**config.mk**
```make
export PLATFORM = sky130hd
export DESIGN_NAME = epi_ctrl
export DESIGN_NICKNAME = d
export VERILOG_FILES = /design/src/rtl/envelope_point_interpolator_macros.svh /design/src/rtl/epi_pkg.sv /design/src/rtl/epi_ctrl.sv
export SDC_FILE = /design/constraint.sdc
export NUM_CORES = 1
export LEC_CHECK = 0
export ABC_AREA = 1
export BUFFER_PORTS_ARGS = -buffer_cell sky130_fd_sc_hd__buf_2
export CAP_MARGIN = 5
export CORE_MARGIN = 2
export CORE_UTILIZATION = 27
export DETAILED_ROUTE_END_ITERATION = 10
export GPL_TIMING_DRIVEN = 0
export PLACE_DENSITY = 0.42
export REMOVE_ABC_BUFFERS = 1
export SLEW_MARGIN = 25
export SYNTH_ARGS = -nofsm -noshare
export SYNTH_HDL_FRONTEND = slang
export SYNTH_SLANG_ARGS = --single-unit
```
**constraint.sdc**
```tcl
create_clock -name clk -period 2.1 [get_ports clk]
set_clock_uncertainty 0.15 [all_clocks]
set_input_delay 0.105 -clock clk [delete_from_list [all_inputs] [get_ports clk]]
set_output_delay 0.105 -clock clk [all_outputs]
set_load 0.05 [all_outputs]
```
**src/rtl/envelope_point_interpolator_macros.svh**
```systemverilog
// ----------------------------------------------------------------------------
// Envelope point interpolator assertion macros
// Concurrent assertion forms for the datapath RTL.
// ----------------------------------------------------------------------------
`ifndef ENVELOPE_POINT_INTERPOLATOR_MACROS_SVH
`define ENVELOPE_POINT_INTERPOLATOR_MACROS_SVH

// condition implies consequence in the same cycle
`define EPI_ASSERT_IMPLY(label, clk, rst_n, cond, cons, msg) \
  label: assert property (@(posedge clk) disable iff (!rst_n) (cond) |-> (cons)) \
    else $error(msg);

// condition implies consequence in the next cycle
`define EPI_ASSERT_NEXT(label, clk, rst_n, cond, cons, msg) \
  label: assert property (@(posedge clk) disable iff (!rst_n) (cond) |=> (cons)) \
    else $error(msg);

`endif

```
**src/rtl/epi_pkg.sv**
```systemverilog
// ----------------------------------------------------------------------------
// epi_pkg
// Types, codes and constant tables of the envelope point interpolator.
// ----------------------------------------------------------------------------
package epi_pkg;

  localparam int MAX_POINTS_DEF = 64;

  typedef enum logic [1:0] {
    CMD_APPEND = 2'd0,
    CMD_EVAL   = 2'd1,
    CMD_TRUNC  = 2'd2,
    CMD_NOP    = 2'd3
  } cmd_t;

  typedef enum logic [1:0] {
    ST_OK   = 2'd0,
    ST_FULL = 2'd1,
    ST_DEC  = 2'd2
  } status_t;

  typedef enum logic [1:0] {
    CFG_EXP  = 2'd0,
    CFG_DFLT = 2'd1,
    CFG_STEP = 2'd2
  } cfg_idx_t;

  typedef enum logic [1:0] {
    SK_EVAL  = 2'd0,
    SK_FIRST = 2'd1,
    SK_AFTER = 2'd2
  } srch_kind_t;

  typedef enum logic [4:0] {
    OP_NOP, OP_LOAD, OP_SR_INIT, OP_SR_RD, OP_SR_CMP, OP_EV_RDA, OP_EV_CAPA,
    OP_EV_CAPB, OP_EV_CLS, OP_LOG_INIT, OP_LOG_STEP, OP_LOG_DONE, OP_MUL1,
    OP_MUL2, OP_MUL3, OP_DIV_INIT, OP_DIV_STEP, OP_RES_QUO, OP_EXP_INIT,
    OP_EXP_STEP, OP_EXP_FIN, OP_RES_DFLT, OP_TR_FIRST, OP_TR_AFTER, OP_TR_CUT,
    OP_AP_RD, OP_AP_C1, OP_AP_C2, OP_AP_DO, OP_FIN
  } dp_op_t;

  typedef enum logic [4:0] {
    S_IDLE, S_DISP, S_AP_RD, S_AP_C1, S_AP_C2, S_AP_DO, S_EV_START, S_SR_RD,
    S_SR_CMP, S_EV_RDA, S_EV_CAPA, S_EV_CAPB, S_EV_CLS, S_LOG_INIT, S_LOG_STEP,
    S_LOG_DONE, S_MUL1, S_MUL2, S_MUL3, S_DIV_INIT, S_DIV_STEP, S_DIV_END,
    S_EXP_STEP, S_EXP_FIN, S_EV_END, S_TR_START, S_TR_FIRST, S_TR_AFTER,
    S_TR_CUT, S_FIN
  } state_t;

  typedef struct packed {
    dp_op_t     op;
    srch_kind_t smode;
  } dp_ctl_t;

  typedef struct packed {
    cmd_t cmd;
    logic cnt_zero;
    logic srch_done;
    logic endpt;
    logic exp_mode;
    logic cls_hit;
    logic it24_last;
    logic it30_last;
    logic need_now;
    logic need;
  } dp_stat_t;

  typedef logic [31:0] exp_tab_t [24];

  // factors 2^(2^-k), k = 1..24, each the floor Q30 square root of the last
  function automatic exp_tab_t exp_tab_gen();
    exp_tab_t   tab;
    logic [63:0] r;
    logic [63:0] n;
    logic [63:0] res;
    logic [63:0] bv;
    r = 64'd2 << 30;
    for (int k = 0; k < 24; k++) begin
      n   = r << 30;
      res = 64'd0;
      for (int j = 31; j >= 0; j--) begin
        bv = 64'd1 << (2 * j);
        if (n >= res + bv) begin
          n   = n - (res + bv);
          res = (res >> 1) + bv;
        end else begin
          res = res >> 1;
        end
      end
      r      = res;
      tab[k] = r[31:0];
    end
    return tab;
  endfunction

  function automatic logic [23:0] sat24(input logic [31:0] v);
    return (v > 32'h00FF_FFFF) ? 24'hFF_FFFF : v[23:0];
  endfunction

endpackage

```
**src/rtl/epi_ctrl.sv**
```systemverilog
// ----------------------------------------------------------------------------
// epi_ctrl
// Sequencer: steps the datapath through append, evaluate and truncate.
// ----------------------------------------------------------------------------
module epi_ctrl (
  input  logic              clk,
  input  logic              rst_n,
  input  logic              start,
  output logic              busy,
  output epi_pkg::dp_ctl_t  ctl,
  input  epi_pkg::dp_stat_t stat
);

  epi_pkg::state_t     state_r, state_nxt;
  epi_pkg::srch_kind_t srch_r, srch_nxt;
  logic                log2nd_r, log2nd_nxt;

  always_ff @(posedge clk) begin
    if (!rst_n) begin
      state_r  <= epi_pkg::S_IDLE;
      srch_r   <= epi_pkg::SK_EVAL;
      log2nd_r <= 1'b0;
    end else begin
      state_r  <= state_nxt;
      srch_r   <= srch_nxt;
      log2nd_r <= log2nd_nxt;
    end
  end

  assign busy = (state_r != epi_pkg::S_IDLE);

  always_comb begin
    state_nxt  = state_r;
    srch_nxt   = srch_r;
    log2nd_nxt = log2nd_r;
    ctl.op     = epi_pkg::OP_NOP;
    ctl.smode  = srch_r;
    unique case (state_r)
      epi_pkg::S_IDLE: begin
        if (start) begin
          ctl.op    = epi_pkg::OP_LOAD;
          state_nxt = epi_pkg::S_DISP;
        end
      end
      epi_pkg::S_DISP: begin
        unique case (stat.cmd)
          epi_pkg::CMD_APPEND: state_nxt = epi_pkg::S_AP_RD;
          epi_pkg::CMD_EVAL:   state_nxt = epi_pkg::S_EV_START;
          epi_pkg::CMD_TRUNC:  state_nxt = epi_pkg::S_TR_START;
          default:             state_nxt = epi_pkg::S_FIN;
        endcase
      end
      epi_pkg::S_AP_RD: begin
        ctl.op    = epi_pkg::OP_AP_RD;
        state_nxt = epi_pkg::S_AP_C1;
      end
      epi_pkg::S_AP_C1: begin
        ctl.op    = epi_pkg::OP_AP_C1;
        state_nxt = epi_pkg::S_AP_C2;
      end
      epi_pkg::S_AP_C2: begin
        ctl.op    = epi_pkg::OP_AP_C2;
        state_nxt = epi_pkg::S_AP_DO;
      end
      epi_pkg::S_AP_DO: begin
        ctl.op    = epi_pkg::OP_AP_DO;
        state_nxt = epi_pkg::S_FIN;
      end
      epi_pkg::S_EV_START: begin
        if (stat.cnt_zero) begin
          ctl.op    = epi_pkg::OP_RES_DFLT;
          state_nxt = epi_pkg::S_EV_END;
        end else begin
          ctl.op    = epi_pkg::OP_SR_INIT;
          ctl.smode = epi_pkg::SK_EVAL;
          srch_nxt  = epi_pkg::SK_EVAL;
          state_nxt = epi_pkg::S_SR_RD;
        end
      end
      epi_pkg::S_SR_RD: begin
        if (stat.srch_done) begin
          unique case (srch_r)
            epi_pkg::SK_FIRST: state_nxt = epi_pkg::S_TR_FIRST;
            epi_pkg::SK_AFTER: state_nxt = epi_pkg::S_TR_AFTER;
            default:           state_nxt = epi_pkg::S_EV_RDA;
          endcase
        end else begin
          ctl.op    = epi_pkg::OP_SR_RD;
          state_nxt = epi_pkg::S_SR_CMP;
        end
      end
      epi_pkg::S_SR_CMP: begin
        ctl.op    = epi_pkg::OP_SR_CMP;
        state_nxt = epi_pkg::S_SR_RD;
      end
      epi_pkg::S_EV_RDA: begin
        ctl.op    = epi_pkg::OP_EV_RDA;
        state_nxt = epi_pkg::S_EV_CAPA;
      end
      epi_pkg::S_EV_CAPA: begin
        ctl.op    = epi_pkg::OP_EV_CAPA;
        state_nxt = stat.endpt ? epi_pkg::S_EV_END : epi_pkg::S_EV_CAPB;
      end
      epi_pkg::S_EV_CAPB: begin
        ctl.op    = epi_pkg::OP_EV_CAPB;
        state_nxt = stat.exp_mode ? epi_pkg::S_EV_CLS : epi_pkg::S_MUL1;
      end
      epi_pkg::S_EV_CLS: begin
        ctl.op     = epi_pkg::OP_EV_CLS;
        log2nd_nxt = 1'b0;
        state_nxt  = stat.cls_hit ? epi_pkg::S_EV_END : epi_pkg::S_LOG_INIT;
      end
      epi_pkg::S_LOG_INIT: begin
        ctl.op    = epi_pkg::OP_LOG_INIT;
        state_nxt = epi_pkg::S_LOG_STEP;
      end
      epi_pkg::S_LOG_STEP: begin
        ctl.op = epi_pkg::OP_LOG_STEP;
        if (stat.it24_last) begin
          state_nxt = epi_pkg::S_LOG_DONE;
        end
      end
      epi_pkg::S_LOG_DONE: begin
        ctl.op     = epi_pkg::OP_LOG_DONE;
        log2nd_nxt = 1'b1;
        state_nxt  = log2nd_r ? epi_pkg::S_MUL1 : epi_pkg::S_LOG_INIT;
      end
      epi_pkg::S_MUL1: begin
        ctl.op    = epi_pkg::OP_MUL1;
        state_nxt = epi_pkg::S_MUL2;
      end
      epi_pkg::S_MUL2: begin
        ctl.op    = epi_pkg::OP_MUL2;
        state_nxt = epi_pkg::S_MUL3;
      end
      epi_pkg::S_MUL3: begin
        ctl.op    = epi_pkg::OP_MUL3;
        state_nxt = epi_pkg::S_DIV_INIT;
      end
      epi_pkg::S_DIV_INIT: begin
        ctl.op    = epi_pkg::OP_DIV_INIT;
        state_nxt = epi_pkg::S_DIV_STEP;
      end
      epi_pkg::S_DIV_STEP: begin
        ctl.op = epi_pkg::OP_DIV_STEP;
        if (stat.it30_last) begin
          state_nxt = epi_pkg::S_DIV_END;
        end
      end
      epi_pkg::S_DIV_END: begin
        if (stat.exp_mode) begin
          ctl.op    = epi_pkg::OP_EXP_INIT;
          state_nxt = epi_pkg::S_EXP_STEP;
        end else begin
          ctl.op    = epi_pkg::OP_RES_QUO;
          state_nxt = epi_pkg::S_EV_END;
        end
      end
      epi_pkg::S_EXP_STEP: begin
        ctl.op = epi_pkg::OP_EXP_STEP;
        if (stat.it24_last) begin
          state_nxt = epi_pkg::S_EXP_FIN;
        end
      end
      epi_pkg::S_EXP_FIN: begin
        ctl.op    = epi_pkg::OP_EXP_FIN;
        state_nxt = epi_pkg::S_EV_END;
      end
      epi_pkg::S_EV_END: begin
        state_nxt = (stat.cmd == epi_pkg::CMD_TRUNC) ? epi_pkg::S_TR_CUT : epi_pkg::S_FIN;
      end
      epi_pkg::S_TR_START: begin
        ctl.op    = epi_pkg::OP_SR_INIT;
        ctl.smode = epi_pkg::SK_FIRST;
        srch_nxt  = epi_pkg::SK_FIRST;
        state_nxt = epi_pkg::S_SR_RD;
      end
      epi_pkg::S_TR_FIRST: begin
        ctl.op    = epi_pkg::OP_TR_FIRST;
        ctl.smode = epi_pkg::SK_AFTER;
        srch_nxt  = epi_pkg::SK_AFTER;
        state_nxt = epi_pkg::S_SR_RD;
      end
      epi_pkg::S_TR_AFTER: begin
        ctl.op    = epi_pkg::OP_TR_AFTER;
        state_nxt = stat.need_now ? epi_pkg::S_EV_START : epi_pkg::S_TR_CUT;
      end
      epi_pkg::S_TR_CUT: begin
        ctl.op    = epi_pkg::OP_TR_CUT;
        state_nxt = stat.need ? epi_pkg::S_AP_RD : epi_pkg::S_FIN;
      end
      epi_pkg::S_FIN: begin
        ctl.op    = epi_pkg::OP_FIN;
        state_nxt = epi_pkg::S_IDLE;
      end
      default: state_nxt = epi_pkg::S_IDLE;
    endcase
  end

endmodule

```
## Word level (Yosys, flattened, before mapping)

Cells that the tools add are included.

- Muxes and demuxes: 25
- Eq/ne operators: 37
- Reductions and logical operators: 6

Operators by type and width:

| cell | number |
|---|---|
| 5-bit one-hot mux with 28 select lines | 1 |
| 5-bit one-hot mux with 27 select lines | 1 |
| 5-bit equality test, second input constant | 14 |
| 5-bit two-way mux | 13 |
| 5-bit by 4-bit equality test with 1-bit output, second input constant | 8 |
| 5-bit by 3-bit equality test with 1-bit output, second input constant | 4 |
| 5-bit one-hot mux with 3 select lines | 1 |
| 5-bit by 2-bit equality test with 1-bit output, second input constant | 2 |
| 5-bit one-hot mux with 2 select lines | 1 |
| 2-bit inequality test, second input constant | 4 |
| 2-bit two-way mux | 3 |
| 2-bit one-hot mux with 3 select lines | 1 |
| 5-bit by 1-bit equality test with 1-bit output, second input constant | 1 |
| 5-bit zero test | 1 |
| 5-bit nonzero test | 1 |
| 2-bit by 1-bit equality test with 1-bit output, second input constant | 2 |
| 2-bit equality test, second input constant | 2 |
| 4-bit two-way mux | 1 |
| 4-bit AND reduction | 1 |
| 3-bit OR reduction | 1 |
| 2-bit zero test | 1 |
| 1-bit two-way mux | 2 |
| 1-bit one-hot mux with 2 select lines | 1 |
| 2-bit nonzero test | 1 |

- Bits of input ports: 14
- Bits in registers: 8
- Output and inout bits: 8

## Longest topological paths before layout

Gate-level depths: netlist (run 1).

- Depth after elaboration: 4
- Gate-level depth with buffers: 10

## Least setup slack after synthesis (run 1)

No wires, ideal clock.

- Path type: register -> output
- Start point: register state_r[0]
- End point: output port ctl[2] (netlist bit)
- Slack: 202 ps
- Required time: 1845 ps
- Data arrival time: 1643 ps
- Cell stages (with the launch flop): 8
- Cells stage by stage: dfxtp_1 nor2_2 nand2_1 nor2_1 inv_1 o211ai_1 nor2_1 nand2_1

RTL lines:

| element | RTL line | text |
|---|---|---|
| start: declaration | epi_ctrl.sv:14 | `epi_pkg::state_t state_r, state_nxt;` |
| start signal: assignment | epi_ctrl.sv:20 | `state_r <= epi_pkg::S_IDLE;` |
| start signal: assignment | epi_ctrl.sv:24 | `state_r <= state_nxt;` |
| end: declaration | epi_ctrl.sv:10 | `output epi_pkg::dp_ctl_t ctl,` |

==> results of run 1 <==
==> logic make-up after synthesis <==
group,share of synthesized area (%)
AND/OR/NAND/NOR,62.87
buffers and inverters,13.28
AO/OA/AOI/OAI,9.414
flip-flops,13.39
adder cells (fa/ha/maj),1.046
==> power by group <==
group	leakage [nW]	internal [mW]	switching (mW)
registers	0.0675	0.199	0.0956
clock network	0.0216	0.125	0.0662
logic	0.718	0.417	0.975
total	0.807	0.741	1.14
==> repair_timing <==
action | 4_1_cts | 5_1_grt
endpoints found under the setup margin | 15 | 7
pin swaps | 0 | 2
gates resized for setup | 10 | 10
setup buffers | 0 | 7
==> final timing paths <==
check | endpoint | cells after the start
worst min-delay path | srch_r[0] | 3
worst max-delay path | ctl[5] | 7
worst min register to register | log2nd_r | 2
worst max register to register | state_r[2] | 9
==> cell type report <==
cell class	instances	area share (%)
tap	52	4.414
timing repair buffer	28	11.21
sequential	8	11.46
inverter	34	8.744
multi-input combinational	167	61.38
clock buffer	3	2.801
==> placed cells by master, fill, tap and decap left out, types with 2 or more instances in the layout <==
master and instances:
o21ai_1 2, dfxtp_1 3, dfxtp_2 4, inv_2 6
nor2_4 11, clkbuf_8 3, buf_4 9, o21ai_2 2
inv_1 27, nand3b_1 2, nor2_1 36, nand2_1 45
nand3_2 2, nand4_1 11, nand3_1 19, buf_2 18
nand2_4 2, nor3_1 6, o21ai_0 5, nand2_2 8
nor2_2 5
==> state kept, by name (all words and copies together) (netlist names) <==
register  cells
state_r       5
srch_r        2
log2nd_r      1
==> worst max-delay path, delay by kind of cell (launching register included) <==
family / cells / cell delay [ps]
buffers and inverters: 3 / 490
AO/OA/AOI/OAI: 1 / 290
AND/OR/NAND/NOR: 3 / 330
flip-flops: 1 / 430
==> layer usage <==
| layer | vias up | GRT usage, % |
|---|---|---|
| met3 | 17 | 2.564 |
| met1 | 666 | 22.72 |
| met4 | 0 | 8.595 |
| met2 | 70 | 28.20 |
| li1 | 743 | - |
| met5 | - | 0 |
==> per-stage QoR <==
stage / instance area (um2) / hold slack, ps
6_report: 1474 / 64.27
4_1_cts: 1404 / 70.74
3_5_place_dp: 1336 / 309.2
3_3_place_gp: 1336 / 303.9
5_1_grt: 1474 / 85.92
2_1_floorplan: 1166 / 163.1
==> results.ini, run 1 <==
[placed_design]
port_buffers = 21
post-place-cells = 282
dp_hpwl_mm = 3.397
gp_congestion = 0.8836
dp_slack_ps = -245.0

[finish]
nets = 257
area_growth_syn_to_layout_pct = 23.22
diodes = 0
final_util_pct = 34.09
multi_input_area_um2 = 904.6
layout.cells.non_filler = 292
drive_above_1_share_pct = 31.25
fillers = 512
area.sequential_um2 = 168.9

[clock_tree]
cts.sinks = 8
htreeDepth = 1
cts_made_buffers = 3
clock_latency_ps = 230
clk_pin_slew_ps = 40
cts_max_path_buffers = 2
clock-root-buffer = clkbuf_8
hold_buffers = 0
cts_tree = built

[grt]
grtUsageTotal_pct = 17.42
grt_pass1_vias = 1419
grt_pass1_wl_mm = 6.720
grt-ovfl-total = 0
antenna_found_initial = 0
grt_start_max_net_pins = 14

[worst_setup_path]
crit_chain = inv_2 -> nand2_2 -> nor2_4 -> buf_4 -> a221oi_2 -> nand4_1 -> clkbuf_4
r2r-start = state_r[4]
critPathSlowestCell = dfxtp_2
crit_path_start_kind = flip-flop
cp_max_fo = 6
r2r_slack_ps = 400
end_kind = output pin
worstPathRequired_ps = 1850
max_stage_delay_ps = 430
worstPathArrival_ps = 1780
crit_start = state_r[0]
critPathKind = reg -> out

[timing]
min_period_over_period_pct = 96.85
tns_ps = 0
worstMarginPinSlew_ps = 379.8
rsz0062_at_grt = yes
hold_viol_final = 0
finalSetupViolations = 0
slew_headroom_pct = 74.49
fin_ws_ps = 66.20
finalCriticalPeriod_ps = 2034
slew_viol_final = 0
clock.fmax_ghz = 0.4917

[drt]
vias = 1496
finalWirelength_mm = 4.109
m1WireLength_mm = 1.762
dr_wl_met2_mm = 1.852
ant_nets = 0
dr.pass1.iters = 4
dr.max_layer_used = met4
drc = 0
met3WireLength_um = 333
detail_route.iter0.violations = 100
via_per_inst = 5.123
wl_per_cell_um = 14.07

[power]
fin_total_pwr_mw = 1.878
irDropWorstVdd_v = 0.0008532
p_leak_nw = 0.8073
powerDensity_nw_per_um2 = 1274

[worst_hold_path]
holdCritPathClass = in -> reg
hp-start = rst_n

[logic_synthesis]
ys_seq_area_share_pct = 13.39
synth_top_cells_by_area = nand2_1 (15%), dfxtp_1 (13%), nor2_1 (12%)
synth_top_area_share_pct = 14.75
yosysMostFrequentCell = nand2_1
synth_seq_cells = 8
synth_async_sr_flop_share_pct = 0
synthFlopType = dfxtp_1
yosys-top-cells-count = nand2_1 (47), nor2_1 (39), inv_1 (28)
yosys.area.top_type = nand2_1
synth_area_um2 = 1196
synth_edf_count = 0
synth_cell_types = 31
synth_warnings = 0
synthCells = 212
synth_area_per_cell_um2 = 5.642

[floorplanning]
die_w_um = 70.56
dieArea_um2 = 4979
pin_count = 22
die_h_um = 70.56
start_util_pct = 27.66
num_rows = 24
core-area_um2 = 4324

[flow_run]
maxCapViolations = 0

[status]
status = completed

Note: power is estimated with default switching activity, not from simulation.
==> run 2, diff against run 1 <==
Settings changed: BUFFER_PORTS_ARGS -buffer_cell sky130_fd_sc_hd__buf_2 to -buffer_cell sky130_fd_sc_hd__buf_4, CTS_CLUSTER_DIAMETER set to 80.
==> results.ini, run 2 (same netlist as run 1, synthesis figures left out) <==
[status]
status = completed  ; unchanged

[clock_tree]
cts_tree = built  ; unchanged
cts.sinks = 8  ; unchanged
clk_pin_slew_ps = 40  ; about the same
cts_made_buffers = 3  ; unchanged
htreeDepth = 1  ; unchanged
clock-root-buffer = clkbuf_8  ; unchanged
hold_buffers = 0  ; unchanged
clock_latency_ps = 230  ; about the same
cts_max_path_buffers = 2  ; unchanged

[finish]
area_growth_syn_to_layout_pct = 25.73  ; was 23.22%
layout.cells.non_filler = 291  ; was 292
top_register = state_r  ; unchanged
area.sequential_um2 = 168.9  ; unchanged
largest_reg_flops = 5  ; unchanged
layout_common_cells = nand2_1 (45), nor2_1 (37), inv_1 (28), buf_4 (27), nand3_1 (19)  ; was nand2_1 (45), nor2_1 (36), inv_1 (27), nand3_1 (19), buf_2 (18)
multi_input_area_um2 = 897.1  ; was 904.6 um2
drive_above_1_share_pct = 30.13  ; was 31.25%
diodes = 0  ; unchanged
nets = 256  ; was 257
layout_commonest_cell = nand2_1  ; unchanged
fillers = 516  ; was 512
top_regs = state_r x5, srch_r x2, log2nd_r x1  ; unchanged

[worst_hold_path]
holdCritPathClass = in -> reg  ; unchanged

[power]
switching_share_pct = 59.59  ; was 60.53%
fin_total_pwr_mw = 1.889  ; was 1.878 mW
irDropWorstVdd_v = 0.0005879  ; was 0.0008532 V
p_seq_share_pct = 15.3  ; was 15.7%
p_leak_nw = 0.8143  ; was 0.8073 nW
internal_power_uw = 763.5  ; was 741.4 uW
power_frac_clock_pct = 9.9  ; was 10.2%
p_comb_share_pct = 74.8  ; was 74.1%
switching_power_mw = 1.126  ; was 1.137 mW
powerDensity_nw_per_um2 = 1256  ; was 1274 nW/um2

[grt]
grt-ovfl-total = 0  ; unchanged
grt_start_max_net_pins = 14  ; unchanged
grt_pass1_vias = 1414  ; was 1419
antenna_found_initial = 0  ; unchanged
grtUsageTotal_pct = 17.03  ; was 17.42%
grt_pass1_wl_mm = 6.672  ; was 6.720 mm

[floorplanning]
dieArea_um2 = 4979  ; unchanged
start_util_pct = 27.66  ; unchanged
die_w_um = 70.56  ; unchanged
core-area_um2 = 4324  ; unchanged
die_h_um = 70.56  ; unchanged
pin_count = 22  ; unchanged
num_rows = 24  ; unchanged

[worst_setup_path]
worstPathArrival_ps = 1790  ; was 1780 ps
critPathSlowestCell = dfxtp_2  ; unchanged
cp_max_fo = 6  ; unchanged
crit_buf_inv = 2  ; was 3
end_kind = output pin  ; unchanged
cp_top_family = simple AND/OR/NAND/NOR gates  ; was buffers and inverters
critPathKind = reg -> out  ; unchanged
crit_path_start_kind = flip-flop  ; unchanged
worstPathRequired_ps = 1850  ; about the same
max_stage_delay_ps = 390  ; was 430 ps
crit_chain = inv_2 -> nand2_2 -> nor2_4 -> o21ai_0 -> nand3_1 -> nor2_1 -> nand2_1 -> buf_4  ; was inv_2 -> nand2_2 -> nor2_4 -> buf_4 -> a221oi_2 -> nand4_1 -> clkbuf_4

[drt]
via_per_inst = 4.986  ; was 5.123
drc = 0  ; unchanged
finalWirelength_mm = 4.115  ; was 4.109 mm
vias = 1451  ; was 1496
detail_route.iter0.violations = 83  ; was 100
wl_per_cell_um = 14.14  ; was 14.07 um
dr.pass1.iters = 4  ; unchanged
ant_nets = 0  ; unchanged

[placed_design]
dp_hpwl_mm = 3.358  ; was 3.397 mm
dp_slack_ps = -245.9  ; was -245.0 ps
gp_congestion = 0.9033  ; was 0.8836
post-place-cells = 282  ; unchanged
port_buffers = 21  ; unchanged

[flow_run]
maxCapViolations = 0  ; unchanged

[timing]
min_period_over_period_pct = 97.44  ; was 96.85%
slew_headroom_pct = 76.17  ; was 74.49%
slew_viol_final = 0  ; unchanged
tns_ps = 0  ; unchanged
clock.fmax_ghz = 0.4887  ; was 0.4917 GHz
fin_ws_ps = 53.79  ; was 66.20 ps
finalSetupViolations = 0  ; unchanged
hold_viol_final = 0  ; unchanged
worstMarginPinSlew_ps = 357.1  ; was 379.8 ps
rsz0062_at_grt = yes  ; unchanged
finalCriticalPeriod_ps = 2046  ; was 2034 ps

==> run 2: power by group through the flow <==
stage                     registers, mW  logic (mW)  clock network [mW]
after floorplan                   0.275       0.922                   0
after global placement            0.302        1.30                   0
after detailed placement          0.297        1.27                   0
after CTS                         0.308        1.29               0.197
after global routing              0.295        1.51               0.207
final                             0.289        1.41               0.187
==> run 2: path summary, 6_finish.rpt <==
path / from / end / slack, ps / cells past startpoint
max: state_r[1] / ctl[2] / 50 / 8
min: rst_n / state_r[4] / 80 / 3
max reg2reg: state_r[0] / state_r[1] / 330 / 9
min reg2reg: log2nd_r / log2nd_r / 310 / 2
==> run 2: timing repair <==
action,in CTS,in global routing
resized for setup,7,5
setup endpoints to repair,15,7
buffers inserted,0,6
==> run 2: final cells by class <==
type | count | area share [%]
Inverter | 34 | 8.569
Multi-Input combinational cell | 167 | 59.65
Timing Repair Buffer | 27 | 13.48
Sequential cell | 8 | 11.23
Tap cell | 52 | 4.326
Clock buffer | 3 | 2.745
==> run 2: worst reg2reg max path, stage by stage (launching register included) <==
cell	delay (ps)
dfxtp_2	360
nor2_2	330
nand2_1	130
nor2_1	250
nor2_1	80
nand2_1	110
nor2_1	60
o21ai_1	90
nor2_1	70
nor2_1	70
==> run 2: per-stage QoR <==
step           hold WS (ps)  instance area [um2]  utilization (%)
5_1_grt               106.1                 1504            34.78
4_1_cts               90.36                 1451            33.56
2_1_floorplan         163.1                 1166                -
3_5_place_dp          311.8                 1389            32.12
6_report              79.85                 1504            34.78
3_3_place_gp          303.2                 1389            32.12
==> run 2: routing by layer <==
layer / global-route usage [%] / vias up / wire length, um
met2: 26.42 / 67 / 1860
met4: 7.966 / 0 / 174
li1: - / 742 / -
met1: 23.02 / 626 / 1808
met3: 2.991 / 16 / 271
met5: 0 / - / 0
